### config.mk
export PLATFORM = sky130hd
export DESIGN_NAME = scrambled_mmc3_bank_mapper_top
export DESIGN_NICKNAME = d
export VERILOG_FILES = /design/src/rtl/core/smmc3_pkg.sv /design/src/rtl/core/scrambled_mmc3_bank_mapper_top.sv
export SDC_FILE = /design/constraint.sdc
export NUM_CORES = 1
export LEC_CHECK = 0
export BUFFER_PORTS_ARGS = -buffer_cell sky130_fd_sc_hd__buf_4
export CORE_ASPECT_RATIO = 1.75
export CORE_MARGIN = 2
export CORE_UTILIZATION = 50
export CTS_BUF_LIST = sky130_fd_sc_hd__clkbuf_8
export CTS_CLUSTER_SIZE = 24
export DETAILED_ROUTE_END_ITERATION = 16
export PLACE_DENSITY = 0.73
export SLEW_MARGIN = 15
export SYNTH_ARGS = -nofsm -noshare
export SYNTH_HDL_FRONTEND = slang
export SYNTH_SLANG_ARGS = --single-unit
### constraint.sdc
create_clock -name clk -period 5.5 [get_ports clk]
set_input_delay 1.375 -clock clk [delete_from_list [all_inputs] [get_ports clk]]
set_output_delay 1.375 -clock clk [all_outputs]
set_load 0.05 [all_outputs]
### src/rtl/core/smmc3_pkg.sv
// Package for the scrambled bank mapper: request and result types,
// operation and register codes, address constants and bank-bit helpers.
// Depends on nothing.
package smmc3_pkg;

  // Request operation codes
  typedef enum logic [1:0] {
    OP_REG_WRITE  = 2'd0,
    OP_CHR_LOOKUP = 2'd1,
    OP_PRG_LOOKUP = 2'd2,
    OP_NONE       = 2'd3
  } op_t;

  // Configuration register indexes
  typedef enum logic {
    CFG_PRG_BANK_MAX = 1'b0,
    CFG_CHR_BANK_MAX = 1'b1
  } cfg_idx_t;

  typedef struct packed {
    logic [1:0]  operation;
    logic [15:0] address;
    logic [7:0]  value;
  } req_t;

  typedef struct packed {
    logic [20:0] rom_offset;
    logic        offset_valid;
  } rsp_t;

  localparam logic [15:0] SCRAMBLE_ADDR    = 16'h5000;
  localparam logic [15:0] WRITE_ADDR_MASK  = 16'hE001;
  localparam logic [15:0] BANK_SELECT_ADDR = 16'h8000;
  localparam logic [15:0] BANK_DATA_ADDR   = 16'h8001;
  localparam logic [15:0] CHR_WINDOW_END   = 16'h2000;
  localparam logic [15:0] PRG_WINDOW_BASE  = 16'h8000;

  localparam logic [7:0]  PRG_SCRAMBLE_BASE = 8'h20;
  localparam logic [7:0]  CHR_PAIR_MASK     = 8'hFE;

  localparam logic [7:0]  PRG_BANK_MAX_RST = 8'd31;
  localparam logic [7:0]  CHR_BANK_MAX_RST = 8'd255;

  localparam logic [2:0]  PRG_REG_A = 3'd6;
  localparam logic [2:0]  PRG_REG_B = 3'd7;

  // Pattern bank-bit permutation
  function automatic logic [7:0] permute_chr(input logic [7:0] x);
    permute_chr = {x[5], x[4], x[2], x[6], x[7], x[3], x[1], x[0]};
  endfunction

  // Program bank-bit permutation; banks from 0x20 up are rebased first
  function automatic logic [7:0] permute_prg(input logic [7:0] x);
    logic [7:0] rebased;
    rebased = x - PRG_SCRAMBLE_BASE;
    if (x < PRG_SCRAMBLE_BASE) begin
      permute_prg = {3'b000, x[2], x[1], x[3], x[4], x[0]};
    end else begin
      permute_prg = permute_chr(rebased);
    end
  endfunction

  // Fold a bank number above the maximum back into range
  function automatic logic [7:0] bound_bank(input logic [7:0] b, input logic [7:0] max);
    bound_bank = (b > max) ? (b & max) : b;
  endfunction

endpackage

### src/rtl/core/scrambled_mmc3_bank_mapper_top.sv
// The result is registered and is valid in the cycle after acceptance.
// Throughput: one request per cycle while out_ready is high; the result
// register frees as it is taken. Register writes update mapper state at the
// accepting edge, so the next request already sees them.
// Reset (rst_n low, synchronous): all mapper state cleared, bank maximums
// return to 31 and 255, result register empty.
//
// Top level of the scrambled bank mapper; uses smmc3_pkg.
module scrambled_mmc3_bank_mapper_top
  import smmc3_pkg::*;
(
  input  logic     clk,
  input  logic     rst_n,
  input  logic     in_valid,
  output logic     in_ready,
  input  req_t     in_data,
  output logic     out_valid,
  input  logic     out_ready,
  output rsp_t     out_data,
  input  logic     cfg_we,
  input  cfg_idx_t cfg_index,
  input  logic [7:0] cfg_data
);

  logic [7:0] prg_bank_max_r;
  logic [7:0] chr_bank_max_r;
  logic       scramble_on_r;
  logic [2:0] sel_reg_r;
  logic       prg_swap_r;
  logic       chr_invert_r;
  logic [7:0] bank_r [8];

  logic       out_valid_r;
  rsp_t       out_data_r;
  rsp_t       rsp_nxt;
  logic       accept;

  logic [15:0] masked_addr;
  logic        is_write;

  logic [2:0] chr_slot;
  logic [2:0] chr_idx;
  logic [7:0] chr_raw;
  logic [7:0] chr_perm;
  logic [7:0] chr_pair;
  logic [7:0] chr_pair_odd;
  logic [7:0] chr_bank;

  logic [1:0] prg_slot;
  logic [7:0] prg_before_last;
  logic [7:0] prg_raw;
  logic [7:0] prg_perm;
  logic [7:0] prg_bank;

  assign in_ready  = !out_valid_r || out_ready;
  assign accept    = in_valid && in_ready;
  assign out_valid = out_valid_r;
  assign out_data  = out_data_r;

  assign masked_addr = in_data.address & WRITE_ADDR_MASK;
  assign is_write    = (in_data.operation == OP_REG_WRITE);

  // Configuration registers
  always_ff @(posedge clk) begin
    if (!rst_n) begin
      prg_bank_max_r <= PRG_BANK_MAX_RST;
      chr_bank_max_r <= CHR_BANK_MAX_RST;
    end else if (cfg_we) begin
      unique case (cfg_index)
        CFG_PRG_BANK_MAX: prg_bank_max_r <= cfg_data;
        CFG_CHR_BANK_MAX: chr_bank_max_r <= cfg_data;
        default:          ;
      endcase
    end
  end

  // Mapper state, updated by accepted register-write requests
  always_ff @(posedge clk) begin
    if (!rst_n) begin
      scramble_on_r <= 1'b0;
      sel_reg_r     <= 3'd0;
      prg_swap_r    <= 1'b0;
      chr_invert_r  <= 1'b0;
      for (int i = 0; i < 8; i++) begin
        bank_r[i] <= 8'd0;
      end
    end else if (accept && is_write) begin
      priority if (in_data.address == SCRAMBLE_ADDR) begin
        scramble_on_r <= in_data.value[1];
      end else if (masked_addr == BANK_SELECT_ADDR) begin
        sel_reg_r    <= in_data.value[2:0];
        prg_swap_r   <= in_data.value[6];
        chr_invert_r <= in_data.value[7];
      end else if (masked_addr == BANK_DATA_ADDR) begin
        bank_r[sel_reg_r] <= in_data.value;
      end else begin
        // drop writes to unmapped addresses
      end
    end
  end

  // Pattern lookup: 2KB pairs low, 1KB banks high, swapped by chr_invert_r
  always_comb begin
    chr_slot = in_data.address[12:10] ^ {chr_invert_r, 2'b00};
    chr_idx  = chr_slot[2] ? (chr_slot - 3'd2) : {2'b00, chr_slot[1]};
    chr_raw  = bank_r[chr_idx];
    chr_perm = scramble_on_r ? permute_chr(chr_raw) : chr_raw;
    chr_pair = bound_bank(chr_perm, chr_bank_max_r) & CHR_PAIR_MASK;
    chr_pair_odd = bound_bank(chr_pair + 8'd1, chr_bank_max_r);
    if (chr_slot[2]) begin
      chr_bank = bound_bank(chr_perm, chr_bank_max_r);
    end else if (chr_slot[0]) begin
      chr_bank = chr_pair_odd;
    end else begin
      chr_bank = chr_pair;
    end
  end

  // Program lookup: fixed last bank, swappable second-last bank
  always_comb begin
    prg_slot        = in_data.address[14:13];
    prg_before_last = prg_bank_max_r - 8'd1;
    priority if (prg_slot == 2'd1) begin
      prg_raw = bank_r[PRG_REG_B];
    end else if (prg_slot == 2'd3) begin
      prg_raw = prg_bank_max_r;
    end else if ((prg_slot == 2'd0) == !prg_swap_r) begin
      prg_raw = bank_r[PRG_REG_A];
    end else begin
      prg_raw = prg_before_last;
    end
    prg_perm = scramble_on_r ? permute_prg(prg_raw) : prg_raw;
    prg_bank = bound_bank(prg_perm, prg_bank_max_r);
  end

  // Select the result for this request
  always_comb begin
    rsp_nxt = '0;
    unique case (op_t'(in_data.operation))
      OP_CHR_LOOKUP: begin
        if (in_data.address < CHR_WINDOW_END) begin
          rsp_nxt.rom_offset   = {3'b000, chr_bank, in_data.address[9:0]};
          rsp_nxt.offset_valid = 1'b1;
        end
      end
      OP_PRG_LOOKUP: begin
        if (in_data.address >= PRG_WINDOW_BASE) begin
          rsp_nxt.rom_offset   = {prg_bank, in_data.address[12:0]};
          rsp_nxt.offset_valid = 1'b1;
        end
      end
      OP_REG_WRITE, OP_NONE: rsp_nxt = '0;
      default:               rsp_nxt = '0;
    endcase
  end

  // Result register: load on accept, clear valid when taken
  always_ff @(posedge clk) begin
    if (!rst_n) begin
      out_valid_r <= 1'b0;
    end else if (accept) begin
      out_valid_r <= 1'b1;
    end else if (out_ready) begin
      out_valid_r <= 1'b0;
    end
  end

  always_ff @(posedge clk) begin
    if (accept) begin
      out_data_r <= rsp_nxt;
    end
  end

endmodule
==> flow_metrics.env <==
export IMPL_rows=54
export IMPL_ant_nets=0
export IMPL_routed_wl_um=14800
export IMPL_grt_busiest_layer="met2"
export IMPL_grt_pass1_vias=4445
export IMPL_finalMaxSlewViolations=0
export IMPL_met2_usage=0.416
export IMPL_rsz0062_at_grt="false"
export IMPL_met1_usage=0.228
export IMPL_critPathLaunchType="input pin"
export IMPL_use_met3=0.0407
export IMPL_status="complete, no violations"
export IMPL_max_freq_mhz=189
export IMPL_period_share=0.960
export IMPL_synthesis_yosys_warnings=0
export IMPL_final_cell_mix="90 x buf_4, 86 x edfxtp_1, 67 x and2_1"
export IMPL_antennaDiodeCount=0
export IMPL_root_buffer="clkbuf_8"
export IMPL_clockBufferDepth=2
export IMPL_ctsHoldBuffers=0
export IMPL_core_area_sq_um=12400
export IMPL_final_setup_skew_ns=0.0223
export IMPL_drt_iter0_markers=151
export IMPL_syn2layout_area_growth_pct=16.7
export IMPL_synthDistinctLibCells=54
export IMPL_ios=64
export IMPL_syn_cell_area_sq_um=6250
export IMPL_die_area_sq_um=13400
export IMPL_path_class="in2reg"
export IMPL_dp_cells=793
export IMPL_grt_start_max_net_pins=33
export IMPL_netlist_instances=555
export IMPL_worst_pin_slew_ns=1.06
export IMPL_routed_via_density=5.47
export IMPL_vdd_drop_max_mv=0.161
export IMPL_slew_headroom=0.287
export IMPL_ys_seq_area_frac=0.487
export IMPL_post_cts_setup_buffers=0
export IMPL_drc=0
export IMPL_endpoint_kind="flop"
export IMPL_arrival_ns=5.42
export IMPL_dieHeight_um=152
export IMPL_hold_violations=0
export IMPL_groute_usage_overall=0.226
export IMPL_layoutNonFillerInstCount=809
export IMPL_cts_tree="done"
export IMPL_syn_area_per_cell_sq_um=11.3
export IMPL_io_buffers=63
export IMPL_r2r_start="bank_r[5][3]"
export IMPL_place_congestion=0.875
export IMPL_htreeDepth=3
export IMPL_layout_commonest_cell="buf_4"
export IMPL_power_density_nw_per_um2=246
export IMPL_hold_path_class="reg2reg"
export IMPL_p_total_mw=1.79
export IMPL_worstSetupStartpoint="in_data[18]"
export IMPL_first_pass_iters=4
export IMPL_ctsResizeCount=0
export IMPL_hold_start="out_valid"
export IMPL_reg2regPathDepth=17
export IMPL_drv_cap=0
export IMPL_fp_dieW_um=88.5
export IMPL_gr_total_overflow=0
export IMPL_nets=718
export IMPL_p_leak_nw=3.12
export IMPL_synth_edf_count=86
export IMPL_numCtsBuffers=9
export IMPL_clkSinkCount=109
export IMPL_initial_core_util=0.505
export IMPL_cp_required_ns=5.64
export IMPL_period_needed_ns=5.28
export IMPL_ys_seq_elements=109
export IMPL_vias=4426
export IMPL_grt_pass1_wl_um=22800
export IMPL_synth_flop_cell="edfxtp_1"
export IMPL_wl_per_cell_um=18.3
export IMPL_setup_viol=0
export IMPL_synth_net_count=637
export IMPL_antenna_found_initial=0
export IMPL_async_flop_share=0
export IMPL_clk_latency_ns=0.40
export IMPL_final_layout_size_suffix_gt1_frac=0.222
export IMPL_min_delay_path_depth=2
export IMPL_clk_pin_slew_ns=0.13
export IMPL_path_max_fanout=12
export IMPL_dp_hpwl_um=11700
[critical path: stages]
cell	delay, ns
buf_4	0.19
mux2_2	0.36
mux4_2	0.46
nand2_1	0.08
o21ai_0	0.10
ha_1	0.33
and4b_1	0.23
a211oi_2	0.23
o22ai_4	0.15
mux2_4	0.32
ha_1	0.29
a21o_1	0.16
a221o_1	0.35
a31oi_1	0.19
nor2_1	0.10
o21ai_4	0.14
mux2i_1	0.24
o22ai_1	0.11
[final timing paths]
check / to / slack, ns
min: out_valid / 0.55
min reg2reg: out_valid / 0.55
max reg2reg: out_data[15] / 1.05
max: out_data[15] / 0.22
[cell type report]
cell class	count	area, sq um
Clock buffer	9	124
Clock inverter	7	88.8
Fill cell	1045	5080
Inverter	31	116
Multi-Input combinational cell	395	3030
Sequential cell	109	3040
Tap cell	168	210
Timing Repair Buffer	90	676
[cells by family (layout without fill, tap and decap cells)]
kind of cell | after synthesis | in the layout | synth area share
simple gates | 200 | 200 | 0.176
flops | 109 | 109 | 0.487
compound gates | 88 | 88 | 0.0984
mux | 55 | 55 | 0.107
buf+inv | 51 | 137 | 0.0315
fa+ha+maj | 42 | 42 | 0.0841
xor+xnor | 10 | 10 | 0.0152
[stage by stage]
| stage | util | setup TNS, ns | hold WS [ns] | setup WS (ns) | area, sq um |
|---|---|---|---|---|---|
| floorplan | - | 0 | 0.496 | 0.0287 | 6280 |
| global placement | 0.572 | -0.724 | 0.519 | -0.119 | 7080 |
| detailed placement | 0.572 | -1.18 | 0.536 | -0.209 | 7080 |
| CTS | 0.589 | 0 | 0.554 | 0.216 | 7290 |
| global route | 0.589 | 0 | 0.589 | 0.0109 | 7290 |
| finish | 0.589 | 0 | 0.548 | 0.219 | 7290 |
[cells in the mapped netlist, types with 2 or more instances]
library cell	instances	area [sq um]
nor3_1	6	30.0
a31oi_1	2	12.5
mux2i_1	31	310
inv_1	31	116
mux2_2	16	180
a21boi_0	4	30.0
o21ai_0	21	105
a211oi_1	4	30.0
xnor2_1	8	70.1
clkbuf_1	16	60.1
mux4_2	8	180
nand4_1	4	25.0
and2_1	67	419
or3_1	3	18.8
a21oi_1	13	65.1
a22oi_1	2	15.0
dfxtp_1	23	460
nor2_1	33	124
nor2b_1	18	113
edfxtp_1	86	2580
o31ai_1	2	15.0
nand2_1	38	143
nand3b_1	3	22.5
buf_2	4	20.0
o211ai_1	14	105
a21o_1	6	45.0
nor4_1	5	31.3
nand3_1	3	15.0
o22ai_1	7	43.8
a221o_1	3	30.0
nand2b_1	8	50.1
and3_1	3	18.8
ha_1	42	526
[registers in the layout (all words and copies together) (netlist names), 3 cells and up]
name            flops
prg_bank_max_r      8
chr_bank_max_r      8
bank_r             64
out_data           22
sel_reg_r           3
[power breakdown]
part / total (mW) / leakage [nW] / internal (mW) / switching (mW)
registers: 0.940 / 1.07 / 0.921 / 0.0196
logic: 0.343 / 1.94 / 0.142 / 0.201
clock network: 0.507 / 0.107 / 0.186 / 0.321
[per-layer routing]
metal	routed length, um	vias up
li1	-	2157
met4	763	0
met3	607	39
met5	0	-
met2	8170	127
met1	5300	2103
No activity file was read; power rests on OpenSTA's default activity.
